**src/hw/rtl/evap_cooler_controller_core_macros.svh**
```systemverilog
// Assertion macros for the evaporative cooler controller.
// Included by the RTL files that carry concurrent assertions.
`ifndef EVAP_COOLER_CONTROLLER_CORE_MACROS_SVH
`define EVAP_COOLER_CONTROLLER_CORE_MACROS_SVH
`ifndef SYNTHESIS
// Clocked assertion that is switched off while reset is high.
`define EVC_ASSERT(lbl, clk, rst, prop, msg) \
  lbl: assert property (@(posedge clk) disable iff (rst) prop) else $error(msg);
// Clocked assertion that also holds during reset.
`define EVC_ASSERT_ALWAYS(lbl, clk, prop, msg) \
  lbl: assert property (@(posedge clk) prop) else $error(msg);
`else
`define EVC_ASSERT(lbl, clk, rst, prop, msg)
`define EVC_ASSERT_ALWAYS(lbl, clk, prop, msg)
`endif
`endif

```
**src/hw/rtl/evc_pkg.sv**
```systemverilog
// Shared types, codes and constants of the evaporative cooler controller.
// No dependencies; imported by every module of the block.
package evc_pkg;

  // Event codes carried in the mode field.
  typedef enum logic [2:0] {
    EV_TICK  = 3'd0,
    EV_ON    = 3'd1,
    EV_OFF   = 3'd2,
    EV_TEMP  = 3'd3,
    EV_PURGE = 3'd4
  } evc_event_t;

  // Configuration register indexes.
  typedef enum logic [2:0] {
    REG_COOLING_MODE   = 3'd0,
    REG_STAGE_ENABLE   = 3'd1,
    REG_MED_THRESHOLD  = 3'd2,
    REG_HIGH_THRESHOLD = 3'd3,
    REG_FAN_DELAY      = 3'd4,
    REG_PURGE_TIME     = 3'd5,
    REG_PURGE_INTERVAL = 3'd6,
    REG_FILTER_ALLOW   = 3'd7
  } evc_reg_t;

  // Cooling modes.
  localparam logic [1:0] MODE_NORMAL     = 2'd0;
  localparam logic [1:0] MODE_NORMAL_MED = 2'd1;
  localparam logic [1:0] MODE_PASSIVE    = 2'd2;
  localparam logic [1:0] MODE_FAN_ONLY   = 2'd3;

  // Fan stages.
  localparam logic [1:0] STAGE_OFF  = 2'd0;
  localparam logic [1:0] STAGE_LOW  = 2'd1;
  localparam logic [1:0] STAGE_MED  = 2'd2;
  localparam logic [1:0] STAGE_HIGH = 2'd3;

  // Half a degree of hysteresis, in sixteenths.
  localparam logic signed [12:0] HYST     = 13'sd8;
  localparam logic signed [12:0] NEG_HYST = -13'sd8;

  localparam logic [31:0] FILTER_ALLOW_RESET = 32'hFFFF_FFFF;

  typedef struct packed {
    logic [2:0]         mode;
    logic signed [11:0] temperature;
  } evc_in_t;

  typedef struct packed {
    logic        unit_on;
    logic        pump_on;
    logic [1:0]  fan_speed;
    logic        fan_low_on;
    logic        fan_med_on;
    logic        fan_high_on;
    logic        purge_pump_on;
    logic        filter_due;
    logic [31:0] filter_used_s;
  } evc_out_t;

  typedef struct packed {
    logic [1:0]         cooling_mode;
    logic [1:0]         stage_enable;
    logic signed [11:0] med_threshold;
    logic signed [11:0] high_threshold;
    logic [9:0]         fan_delay_s;
    logic [11:0]        purge_time_s;
    logic [10:0]        purge_interval_min;
    logic [31:0]        filter_allowance_s;
  } evc_cfg_t;

  typedef struct packed {
    logic        on_flag;
    logic        pump_flag;
    logic [1:0]  fan_stage;
    logic        start_pending;
    logic [9:0]  start_countdown;
    logic        purge_cycle_active;
    logic [16:0] purge_cycle_count;
    logic        purge_flag;
    logic [11:0] purge_countdown;
    logic        fan_running;
    logic [31:0] run_seconds;
    logic [31:0] filter_used;
  } evc_state_t;

endpackage

```
**src/hw/rtl/evc_cfg.sv**
```systemverilog
// Configuration register file of the evaporative cooler controller.
// Depends on evc_pkg for the register indexes and the configuration struct.
module evc_cfg import evc_pkg::*; (
  input  logic        clk,
  input  logic        rst,
  input  logic        wr_en,
  input  logic [2:0]  wr_index,
  input  logic [31:0] wr_data,
  output evc_cfg_t    cfg
);

  // Register writes, one register per word.
  always_ff @(posedge clk) begin
    if (rst) begin
      cfg.cooling_mode       <= MODE_NORMAL;
      cfg.stage_enable       <= 2'd0;
      cfg.med_threshold      <= 12'sd0;
      cfg.high_threshold     <= 12'sd0;
      cfg.fan_delay_s        <= 10'd0;
      cfg.purge_time_s       <= 12'd0;
      cfg.purge_interval_min <= 11'd0;
      cfg.filter_allowance_s <= FILTER_ALLOW_RESET;
    end else if (wr_en) begin
      unique case (evc_reg_t'(wr_index))
        REG_COOLING_MODE:   cfg.cooling_mode       <= wr_data[1:0];
        REG_STAGE_ENABLE:   cfg.stage_enable       <= wr_data[1:0];
        REG_MED_THRESHOLD:  cfg.med_threshold      <= wr_data[11:0];
        REG_HIGH_THRESHOLD: cfg.high_threshold     <= wr_data[11:0];
        REG_FAN_DELAY:      cfg.fan_delay_s        <= wr_data[9:0];
        REG_PURGE_TIME:     cfg.purge_time_s       <= wr_data[11:0];
        REG_PURGE_INTERVAL: cfg.purge_interval_min <= wr_data[10:0];
        REG_FILTER_ALLOW:   cfg.filter_allowance_s <= wr_data;
        default: ;
      endcase
    end
  end

endmodule

```
**src/hw/rtl/evc_seq.sv**
```systemverilog
// Sequencer state and its update for each event word.
// Depends on evc_pkg and on the assertion macros header.
`include "evap_cooler_controller_core_macros.svh"
module evc_seq import evc_pkg::*; (
  input  logic     clk,
  input  logic     rst,
  input  evc_cfg_t cfg,
  input  logic     step,
  input  evc_in_t  item,
  output evc_out_t result
);

  evc_state_t st;
  evc_state_t st_next;
  logic        due;
  logic        do_start;
  logic        do_purge;
  logic [16:0] limit;
  logic [16:0] cyc_next;
  logic [32:0] sum;
  logic signed [12:0] dm;
  logic signed [12:0] dh;
  logic [1:0]  stg;

  // Purge period in seconds: minutes times 64 minus minutes times 4.
  assign limit    = {cfg.purge_interval_min, 6'b0} - {4'b0, cfg.purge_interval_min, 2'b0};
  assign cyc_next = st.purge_cycle_count + 17'd1;
  assign sum      = {1'b0, st.filter_used} + {1'b0, st.run_seconds};
  assign dm = {item.temperature[11], item.temperature}
            - {cfg.med_threshold[11], cfg.med_threshold};
  assign dh = {item.temperature[11], item.temperature}
            - {cfg.high_threshold[11], cfg.high_threshold};

  // Next state for the current event word.
  always_comb begin
    st_next  = st;
    due      = 1'b0;
    do_start = 1'b0;
    do_purge = 1'b0;
    stg      = st.fan_stage;
    unique case (item.mode)
      EV_TICK: begin
        if (st.start_pending) begin
          if (st.start_countdown <= 10'd1) begin
            st_next.start_pending   = 1'b0;
            st_next.start_countdown = 10'd0;
            do_start                = 1'b1;
          end else begin
            st_next.start_countdown = st.start_countdown - 10'd1;
          end
        end
        if (st.purge_flag) begin
          if (st.purge_countdown <= 12'd1) begin
            st_next.purge_flag      = 1'b0;
            st_next.purge_countdown = 12'd0;
          end else begin
            st_next.purge_countdown = st.purge_countdown - 12'd1;
          end
        end
        if (st.purge_cycle_active && cfg.purge_interval_min != 11'd0) begin
          if (cyc_next >= limit) begin
            st_next.purge_cycle_count = 17'd0;
            do_purge                  = 1'b1;
          end else begin
            st_next.purge_cycle_count = cyc_next;
          end
        end
        if (st.fan_running && st.run_seconds != 32'hFFFF_FFFF) begin
          st_next.run_seconds = st.run_seconds + 32'd1;
        end
        if (do_purge) begin
          st_next.purge_flag      = 1'b1;
          st_next.purge_countdown = cfg.purge_time_s;
        end
        if (do_start) begin
          st_next.fan_stage   = (cfg.cooling_mode == MODE_NORMAL_MED) ? STAGE_MED : STAGE_LOW;
          st_next.fan_running = 1'b1;
          st_next.run_seconds = 32'd0;
          if (cfg.purge_interval_min != 11'd0 && cfg.cooling_mode != MODE_FAN_ONLY) begin
            st_next.purge_cycle_active = 1'b1;
            st_next.purge_cycle_count  = 17'd0;
          end
        end
      end
      EV_ON: begin
        if (!st.on_flag) begin
          if (cfg.cooling_mode != MODE_FAN_ONLY) begin
            st_next.pump_flag = 1'b1;
          end
          if (cfg.cooling_mode == MODE_NORMAL || cfg.cooling_mode == MODE_NORMAL_MED) begin
            st_next.start_pending   = 1'b1;
            st_next.start_countdown = cfg.fan_delay_s;
          end else if (cfg.cooling_mode == MODE_FAN_ONLY) begin
            st_next.start_pending   = 1'b1;
            st_next.start_countdown = 10'd1;
          end
          st_next.on_flag = 1'b1;
        end
      end
      EV_OFF: begin
        st_next.fan_stage       = STAGE_OFF;
        st_next.pump_flag       = 1'b0;
        st_next.start_pending   = 1'b0;
        st_next.start_countdown = 10'd0;
        if (st.purge_cycle_active) begin
          st_next.purge_cycle_active = 1'b0;
          st_next.purge_cycle_count  = 17'd0;
          st_next.purge_flag         = 1'b1;
          st_next.purge_countdown    = cfg.purge_time_s;
        end
        st_next.on_flag = 1'b0;
        if (st.fan_running) begin
          st_next.filter_used = sum[32] ? 32'hFFFF_FFFF : sum[31:0];
        end
        st_next.fan_running = 1'b0;
        st_next.run_seconds = 32'd0;
        due = st_next.filter_used > cfg.filter_allowance_s;
      end
      EV_TEMP: begin
        // Medium step first; the high step sees its outcome.
        if (st.on_flag) begin
          if (cfg.stage_enable[0]) begin
            if (stg == STAGE_LOW && dm > HYST) begin
              stg = STAGE_MED;
            end else if (stg == STAGE_MED && dm < NEG_HYST) begin
              stg = STAGE_LOW;
            end
          end
          if (cfg.stage_enable[1]) begin
            if (stg == STAGE_MED && dh > HYST) begin
              stg = STAGE_HIGH;
            end else if (stg == STAGE_HIGH && dh < NEG_HYST) begin
              stg = STAGE_MED;
            end
          end
          st_next.fan_stage = stg;
        end
      end
      EV_PURGE: begin
        st_next.purge_flag      = 1'b1;
        st_next.purge_countdown = cfg.purge_time_s;
      end
      default: ;
    endcase
  end

  // Result word shows the state after the event.
  always_comb begin
    result.unit_on       = st_next.on_flag;
    result.pump_on       = st_next.pump_flag;
    result.fan_speed     = st_next.fan_stage;
    result.fan_low_on    = st_next.fan_stage == STAGE_LOW;
    result.fan_med_on    = st_next.fan_stage == STAGE_MED && cfg.stage_enable[0];
    result.fan_high_on   = st_next.fan_stage == STAGE_HIGH && cfg.stage_enable[1];
    result.purge_pump_on = st_next.purge_flag;
    result.filter_due    = due;
    result.filter_used_s = st_next.filter_used;
  end

  // State register, updated once per event word.
  always_ff @(posedge clk) begin
    if (rst) begin
      st <= '0;
    end else if (step) begin
      st <= st_next;
    end
  end

  `EVC_ASSERT(a_due_only_off, clk, rst, (step && result.filter_due) |-> (item.mode == EV_OFF), "filter_due outside turn off")
  `EVC_ASSERT(a_off_stops_fan, clk, rst, (step && item.mode == EV_OFF) |=> (!st.on_flag && st.fan_stage == STAGE_OFF && !st.fan_running), "turn off left the fan running")
  `EVC_ASSERT(a_filter_monotonic, clk, rst, step |=> (st.filter_used >= $past(st.filter_used)), "filter use count went down")
  `EVC_ASSERT(a_one_drive, clk, rst, $onehot0({result.fan_low_on, result.fan_med_on, result.fan_high_on}), "more than one fan drive")

endmodule

```
**src/hw/rtl/evap_cooler_controller_core.sv**
```systemverilog
// Top level of the evaporative cooler controller: event and result registers.
// Depends on evc_pkg, evc_cfg and evc_seq.
//
//   channel   direction  handshake                payload
//   event     in         event_valid/event_ready  event_word (evc_in_t)
//   result    out        result_valid/result_ready result_word (evc_out_t)
//   cfg       in         cfg_valid/cfg_ready      cfg_index, cfg_data
//
// One event word is taken per cycle while results are taken; it passes the event register
// and the sequencer update into the result register. When the result is not taken, the
// event register holds one more word, then ready drops. Configuration writes are taken in
// every cycle. Synchronous reset resets all state but the event and result data registers.
module evap_cooler_controller_core import evc_pkg::*; (
  input  logic        clk,
  input  logic        rst,
  input  logic        event_valid,
  output logic        event_ready,
  input  evc_in_t     event_word,
  output logic        result_valid,
  input  logic        result_ready,
  output evc_out_t    result_word,
  input  logic        cfg_valid,
  output logic        cfg_ready,
  input  logic [2:0]  cfg_index,
  input  logic [31:0] cfg_data
);

  evc_cfg_t cfg;
  evc_in_t  item;
  logic     item_valid;
  logic     advance;
  evc_out_t result;

  assign cfg_ready   = 1'b1;
  assign advance     = item_valid && (!result_valid || result_ready);
  assign event_ready = !item_valid || advance;

  evc_cfg u_cfg (
    .clk      (clk),
    .rst      (rst),
    .wr_en    (cfg_valid),
    .wr_index (cfg_index),
    .wr_data  (cfg_data),
    .cfg      (cfg)
  );

  evc_seq u_seq (
    .clk    (clk),
    .rst    (rst),
    .cfg    (cfg),
    .step   (advance),
    .item   (item),
    .result (result)
  );

  // Event register.
  always_ff @(posedge clk) begin
    if (rst) begin
      item_valid <= 1'b0;
    end else if (event_ready) begin
      item_valid <= event_valid;
    end
  end

  always_ff @(posedge clk) begin
    if (event_ready && event_valid) begin
      item <= event_word;
    end
  end

  // Result register.
  always_ff @(posedge clk) begin
    if (rst) begin
      result_valid <= 1'b0;
    end else if (advance) begin
      result_valid <= 1'b1;
    end else if (result_ready) begin
      result_valid <= 1'b0;
    end
  end

  always_ff @(posedge clk) begin
    if (advance) begin
      result_word <= result;
    end
  end

endmodule
```
**config.mk**
```make
export PLATFORM = sky130hd
export DESIGN_NAME = evap_cooler_controller_core
export DESIGN_NICKNAME = d
export VERILOG_FILES = /design/src/hw/rtl/evc_pkg.sv /design/src/hw/rtl/evc_cfg.sv /design/src/hw/rtl/evc_seq.sv /design/src/hw/rtl/evap_cooler_controller_core.sv
export VERILOG_INCLUDE_DIRS = /design/src /design/src/hw/rtl
export SDC_FILE = /design/constraint.sdc
export NUM_CORES = 1
export LEC_CHECK = 0
export ABC_AREA = 1
export ABC_CLOCK_PERIOD_IN_PS = 6900
export BUFFER_PORTS_ARGS = -buffer_cell sky130_fd_sc_hd__buf_2
export CAP_MARGIN = 20
export CORE_MARGIN = 2
export CORE_UTILIZATION = 55
export DETAILED_ROUTE_END_ITERATION = 7
export PLACE_DENSITY_LB_ADDON = 0.3
export RECOVER_POWER = 25
export SYNTH_ARGS = -nofsm -noshare
export SYNTH_HDL_FRONTEND = slang
export SYNTH_HIERARCHICAL = 1
export SYNTH_SLANG_ARGS = --single-unit
export TNS_END_PERCENT = 10
```
**constraint.sdc**
```tcl
create_clock -name clk -period 6.9 [get_ports clk]
set_clock_uncertainty 0.15 [all_clocks]
set_input_delay 0.345 -clock clk [delete_from_list [all_inputs] [get_ports clk]]
set_output_delay 0.345 -clock clk [all_outputs]
set_load 0.02 [all_outputs]
```
==> results.tsv, run 1 <==
stage	metric	value	unit
clock_tree	cts_inserted_buffers	30	
pwr	internal_power	0.00285	W
synth	syn_avg_cell_area	6.97	um^2
floorplan	num_rows	64	
worst_setup_path	crit_family	compound AO/OA/AOI/OAI gates	
hold_path	min_to	u_cfg/cfg[89]	
floorplan	core-area	30600	um^2
worst_setup_path	cp-start-kind	flip-flop	
placement	dpl.hpwl	34.0	mm
worst_setup_path	cpMaxStageDelayCell	nand2_1	
pwr	p_leak	8.79	nW
final_layout	antenna_cells	0	
synth	yosysWarnings	6	
routing	avgViaCountPerCell	5.60	
pwr	max-vdd-ir-drop	0.000243	V
clock_tree	root_buffer	clkbuf_16	
routing	drc_errors	0	
floorplan	fp.dieW	180	um
global_route	grt_use_total	28.4	%
floorplan	initial_utilization	55.9	%
timing	grt_setup_unrepaired	no	
timing	tns	0	ns
synth	syn_inst	2453	
worst_setup_path	r2r_slack	1.59	ns
pwr	p_sw	0.00105	W
timing	drv_slew	130	
global_route	grt_pass1_wl	77.3	mm
pwr	swShare	27.0	%
timing	hold_violations	0	
timing	slew_headroom	-204	%
synth	synth_cell_types	63	
routing	first_iter_violations	1605	
final_layout	drive_above_1_share	6.41	%
synth	synth_flop_cell	dfxtp_1	
global_route	grt_pass1_vias	15600	
worst_setup_path	cp_data_arrival_time	5.52	ns
worst_setup_path	cp_max_fo	25	
worst_setup_path	path_class	reg2reg	
hold_path	min_path_type	in2reg	
synth	synthArstFlopShare	0	%
routing	first_pass_iters	7	
global_route	grt_max_degree	94	
timing	max_slew.worst_pin.slew	4.56	ns
hold_path	hold_start	cfg_index[0]	
pwr	combPwrFrac	13.7	%
timing	fmaxAchievable	188	MHz
worst_setup_path	critPathLaunch	u_cfg/cfg[32]	
routing	wl_per_cell	16.0	um
worst_setup_path	crit_cells	26	
synth	synth_largest_area_cell	dfxtp_1	
clock_tree	cts_resized	0	
final_layout	final_nets	2709	
global_route	overflow	0	
synth	syn_nets	2629	
worst_setup_path	slowest_delay	0.72	ns
worst_setup_path	worst_setup_path_end_kind	flip-flop	
placement	port_buffers	97	
floorplan	ios	99	
worst_setup_path	r2r-start	u_cfg/cfg[32]	
final_layout	n_fill_cell	2780	
placement	post-place-ws	1.74	ns
timing	setup_ws	1.59	ns
worst_setup_path	path_buf_inv	3	
clock_tree	clkLatencyLatePin	0.57	ns
routing	routed_wl	47.2	mm
placement	gp_congestion	0.960	
clock_tree	ctsLongestPathBuffers	3	
pwr	clkPwrFrac	44.1	%
run_status	violations	max-capacitance violations, max-slew violations	
clock_tree	htree_levels	1	
clock_tree	cts.clk_slew.worst_paths	0.07	ns
synth	synthTopCellsByArea	dfxtp_1, nand2_1, edfxtp_1	
timing	min_period	5.31	ns
clock_tree	clock_sinks	262	
global_route	grt-busiest-layer	met2	
routing	antenna_violating_nets_post_route	0	
synth	synth_edf_count	56	
pwr	p_seq_share	42.3	%
global_route	grt_use_met3	3.40	%
job	max_cap_viol_count	2	
run_status	status	finished with violations	
global_route	antenna_found_initial	0	
timing	fin_crit_sh	76.9	%
worst_setup_path	r2r_cells	26	
floorplan	die-area	32500	um^2
global_route	grt_util_met2	46.2	%
global_route	met1_usage	40.0	%
synth	synth_seq_cells	262	
floorplan	die_h	180	um
synth	syn-cell-area	17100	um^2
synth	yosysMostFrequentCell	nand2_1	
final_layout	area_growth	11.9	%
clock_tree	cts_setup_buffers	0	
worst_setup_path	critPathMostFrequentCell	a21oi_1	
hold_path	whs_path_depth	5	
synth	synth_top_cells_by_count	nand2_1, inv_1, nor2_1	
synth	yosysSeqAreaShare	34.0	%
timing	final-setup-viol-count	0	
synth	synth_top_area_share	24.1	%
pwr	p_per_area	204	nW/um^2
clock_tree	cts_tree	yes	
routing	dr_total_vias	16500	
worst_setup_path	rr_endpoint	u_seq/st[66]	
worst_setup_path	worstPathRequired	7.12	ns
## metrics by stage
step                instance area [um^2]  total power, W  hold WS, ns  util [%]  std cells
finish                             19100         0.00390       0.0653      62.5       2953
CTS                                19100         0.00391       0.0530      62.6       2952
detailed placement                 17600         0.00217        0.295      57.4       2846
global route                       19100         0.00405        0.119      62.5       2953
global placement                   17500         0.00216        0.291      57.3       2845
floorplan                          17100         0.00205        0.257         -       2453
## worst max path at each step
stage,endpoint
after floorplan,u_seq/st[53]
after global placement,result_word[32]
after detailed placement,u_seq/st[94]
after CTS,result_word[32]
after global routing,u_seq/st[66]
final,u_seq/st[66]
## cells by family (layout without fill, tap and decap cells)
family                   after synthesis  count (layout)  synth area share (%)
AO/OA/AOI/OAI                        464             464                  15.0
flip-flops                           262             262                  34.0
adder cells (fa/ha/maj)              121             121                  8.99
other                                  1               1                0.0219
AND/OR/NAND/NOR                     1124            1124                  28.1
buffers and inverters                411             515                  10.3
XOR/XNOR                              70              70                  3.59
## layer usage
metal,wire length (um),vias up
li1,-,8240
met4,1150,0
met5,0,-
met1,21900,7589
met3,3230,84
met2,20900,616
## placed cells by master (no fill, tap or decap), types with 56 or more instances in the layout
| cell | count |
|---|---|
| ha_1 | 118 |
| o21ai_0 | 166 |
| inv_1 | 295 |
| nor2_1 | 269 |
| edfxtp_1 | 56 |
| nand3_1 | 179 |
| buf_2 | 57 |
| a21oi_1 | 204 |
| nand2_1 | 541 |
| dfxtp_1 | 206 |
## area by class of cell
type                    instances  area [um^2]  area share [%]
inverters                     299         1120            5.87
well taps                     396          495            2.59
multi-input cells            1780         9550            49.9
repair buffers                160         1070            5.58
clock buffers                  44          930            4.86
clock inverters                12          150           0.785
flip-flops and latches        262         5810            30.4
## what timing repair did
| item | CTS | global route |
|---|---|---|
| endpoints found under the setup margin | 0 | 0 |
| hold buffers | 50 | 0 |
| endpoints found under the hold margin | 49 | 0 |
## worst min-delay path, stage by stage
cell and delay, ns:
buf_2 0.13, nand2_1 0.08, nor2_1 0.05, nor2_1 0.08, nor2_1 0.05
## power by group through the flow
stage / sequential (W) / combinational, W / clock [W]
2_1_floorplan: 0.00168 / 0.000361 / 0
3_3_place_gp: 0.00168 / 0.000481 / 0
3_5_place_dp: 0.00168 / 0.000494 / 0
4_1_cts: 0.00165 / 0.000520 / 0.00174
5_1_grt: 0.00165 / 0.000598 / 0.00179
6_report: 0.00165 / 0.000533 / 0.00172
## state kept, by name, summed over array words and instances (netlist names)
name and count:
result_valid 1, u_seq/st 111, item 15, result_word 41, item_valid 1, u_cfg/cfg 93
(Power assumes the default switching activity.)
==> run 2, diff against run 1 <==
Settings changed: ABC_CLOCK_PERIOD_IN_PS 6900 to 4300.
Clock period 6.9 ns to 4.3 ns, I/O delays scaled along.
==> results.tsv, run 2 (same netlist as run 1, synthesis figures left out) <==
stage	metric	value	unit
routing	dr_total_vias	17100	
routing	drc_errors	0	
floorplan	initial_utilization	55.9	%
hold_path	whs_path_depth	5	
routing	first_iter_violations	1632	
pwr	internal_power	0.00439	W
clock_tree	cts_inserted_buffers	30	
timing	max_slew.worst_pin.slew	1.44	ns
final_layout	largest_reg_flops	111	
timing	holdWs	0.0325	ns
pwr	combPwrFrac	14.8	%
pwr	swShare	28.3	%
global_route	grt_pass1_vias	15800	
job	max_cap_viol_count	0	
clock_tree	cts_tree	yes	
run_status	violations	negative setup slack	
worst_setup_path	worst_setup_path_end_kind	flip-flop	
routing	avgViaCountPerCell	5.69	
clock_tree	ctsLongestPathBuffers	3	
pwr	p_leak	9.11	nW
pwr	max-vdd-ir-drop	0.000301	V
pwr	p_per_area	307	nW/um^2
hold_path	min_path_type	in2reg	
routing	first_pass_iters	6	
floorplan	die_h	180	um
final_layout	largest-register	u_seq/st	
final_layout	reg_top3	u_seq/st: 111 flops, u_cfg/cfg: 93 flops, result_word: 41 flops	
timing	hold_violations	0	
placement	place_inst	2878	
pwr	p_sw	0.00173	W
clock_tree	cts.clk_slew.worst_paths	0.07	ns
timing	drv_slew	0	
floorplan	fp.dieW	180	um
floorplan	core-area	30600	um^2
global_route	antenna_found_initial	0	
placement	port_buffers	97	
routing	wl_per_cell	16.4	um
timing	slew_headroom	4.17	%
timing	final-setup-viol-count	1	
worst_setup_path	path_class	reg2reg	
routing	routed_wl	49.3	mm
global_route	grt_max_degree	69	
pwr	p_seq_share	43.3	%
final_layout	final_cell_mix	nand2_1, inv_1, nor2_1	
worst_setup_path	r2r_slack	-0.002	ns
timing	setup_ws	-0.00213	ns
final_layout	drive_above_1_share	11.3	%
final_layout	antenna_cells	0	
global_route	grt_use_total	28.5	%
worst_setup_path	r2r_cells	26	
timing	tns	-0.00213	ns
worst_setup_path	cp_data_arrival_time	4.44	ns
placement	dpl.hpwl	35.0	mm
clock_tree	root_buffer	clkbuf_16	
clock_tree	clkLatencyLatePin	0.57	ns
worst_setup_path	rr_endpoint	result_word[32]	
placement	gp_congestion	0.951	
pwr	clkPwrFrac	41.9	%
floorplan	num_rows	64	
worst_setup_path	cp-start-kind	flip-flop	
hold_path	min_to	u_cfg/cfg[89]	
worst_setup_path	r2r-start	u_seq/st[32]	
timing	fmaxAchievable	232	MHz
final_layout	final_area	19900	um^2
worst_setup_path	cp_max_fo	4	
final_layout	mostFrequentLayoutCell	nand2_1	
global_route	grt_pass1_wl	77.6	mm
clock_tree	htree_levels	1	
floorplan	ios	99	
final_layout	area_growth	16.7	%
routing	antenna_violating_nets_post_route	0	
global_route	overflow	0	
floorplan	die-area	32500	um^2
placement	placed_cell_area	17800	um^2
final_layout	stdcell_count	3014	
hold_path	hold_start	cfg_valid	
worst_setup_path	worstPathRequired	4.43	ns
run_status	status	finished with violations	
timing	fin_crit_sh	100	%
clock_tree	clock_sinks	262	
timing	min_period	4.30	ns
final_layout	final_nets	2770	
==> run 2: cell count changes in the layout (fill, tap and decap cells not counted), sizes merged <==
cell and change:
buf +53, bufinv -3, clkbuf +2, clkdlybuf4s15 +1, clkinv +1, clkinvlp +4
dlygate4sd3 +3
==> run 2: worst max-delay path by stage <==
stage                     slack [ns]          from  depth (start not counted)              end
after floorplan                 0.33  u_seq/st[32]                         26  result_word[32]
after global placement          0.09   u_seq/st[0]                         24  result_word[32]
after detailed placement       -0.12   u_seq/st[0]                         24  result_word[32]
after CTS                    0.00007   u_seq/st[0]                         24  result_word[32]
after global routing           -0.13  u_seq/st[32]                         26  result_word[32]
final                         -0.002  u_seq/st[32]                         26  result_word[32]
==> run 2: per-stage QoR <==
stage / util [%] / worst slack [ns] / total power [W]
floorplan: - / 0.326 / 0.00328
global placement: 58.2 / 0.0911 / 0.00349
detailed placement: 58.3 / -0.123 / 0.00351
CTS: 63.4 / 0.0000702 / 0.00610
global route: 65.2 / -0.134 / 0.00635
finish: 65.2 / -0.00213 / 0.00612
==> run 2: final cells by class <==
type / instances / area [um^2]
clock buffer: 42 / 910
clock inverter: 14 / 83.8
fill: 2690 / 10600
inverter: 299 / 1130
multi-input combinational: 1780 / 9920
sequential: 262 / 5820
tap: 396 / 495
timing repair buffer: 221 / 1590
==> run 2: routing by layer <==
metal	vias up	part of all wire [%]	global-route usage [%]
met5	-	0	0
met4	0	3.3	9.39
met3	124	7.4	3.21
met2	712	45	45.8
met1	7928	45	39.9
li1	8383	-	-
==> run 2: timing repair <==
item | in CTS | in global routing
buffers inserted | 3 | 19
endpoints found under the hold margin | 66 | 0
gates resized for setup | 7 | 108
gates cloned | 0 | 5
hold buffers | 53 | 0
endpoints found under the setup margin | 1 | 26
pin swaps | 2 | 38
==> run 2: critical path: stages, from the launching register on <==
cell and delay (ns):
dfxtp_1 0.34, ha_4 0.17, fa_2 0.38, nand3_2 0.08, nand3_2 0.08, nand3_2 0.07, nand2_1 0.06, a21o_2 0.24
nand3_2 0.08, nand3_4 0.09, nand2_2 0.11, o211ai_4 0.09, a21oi_4 0.22, clkinvlp_4 0.17, buf_12 0.16, buf_4 0.14
o22ai_4 0.12, ha_2 0.19, inv_1 0.06, a21oi_2 0.17, o21ai_2 0.08, nand4_1 0.06, o211ai_1 0.13, nand2_1 0.11
nand3_2 0.12, a211oi_2 0.25, a311oi_1 0.08
==> run 2: power by group through the flow <==
stage,clock (W),combinational (W),sequential (W)
2_1_floorplan,0,0.000580,0.00270
3_3_place_gp,0,0.000792,0.00269
3_5_place_dp,0,0.000815,0.00270
4_1_cts,0.00260,0.000860,0.00264
5_1_grt,0.00269,0.00100,0.00265
6_report,0.00257,0.000904,0.00265
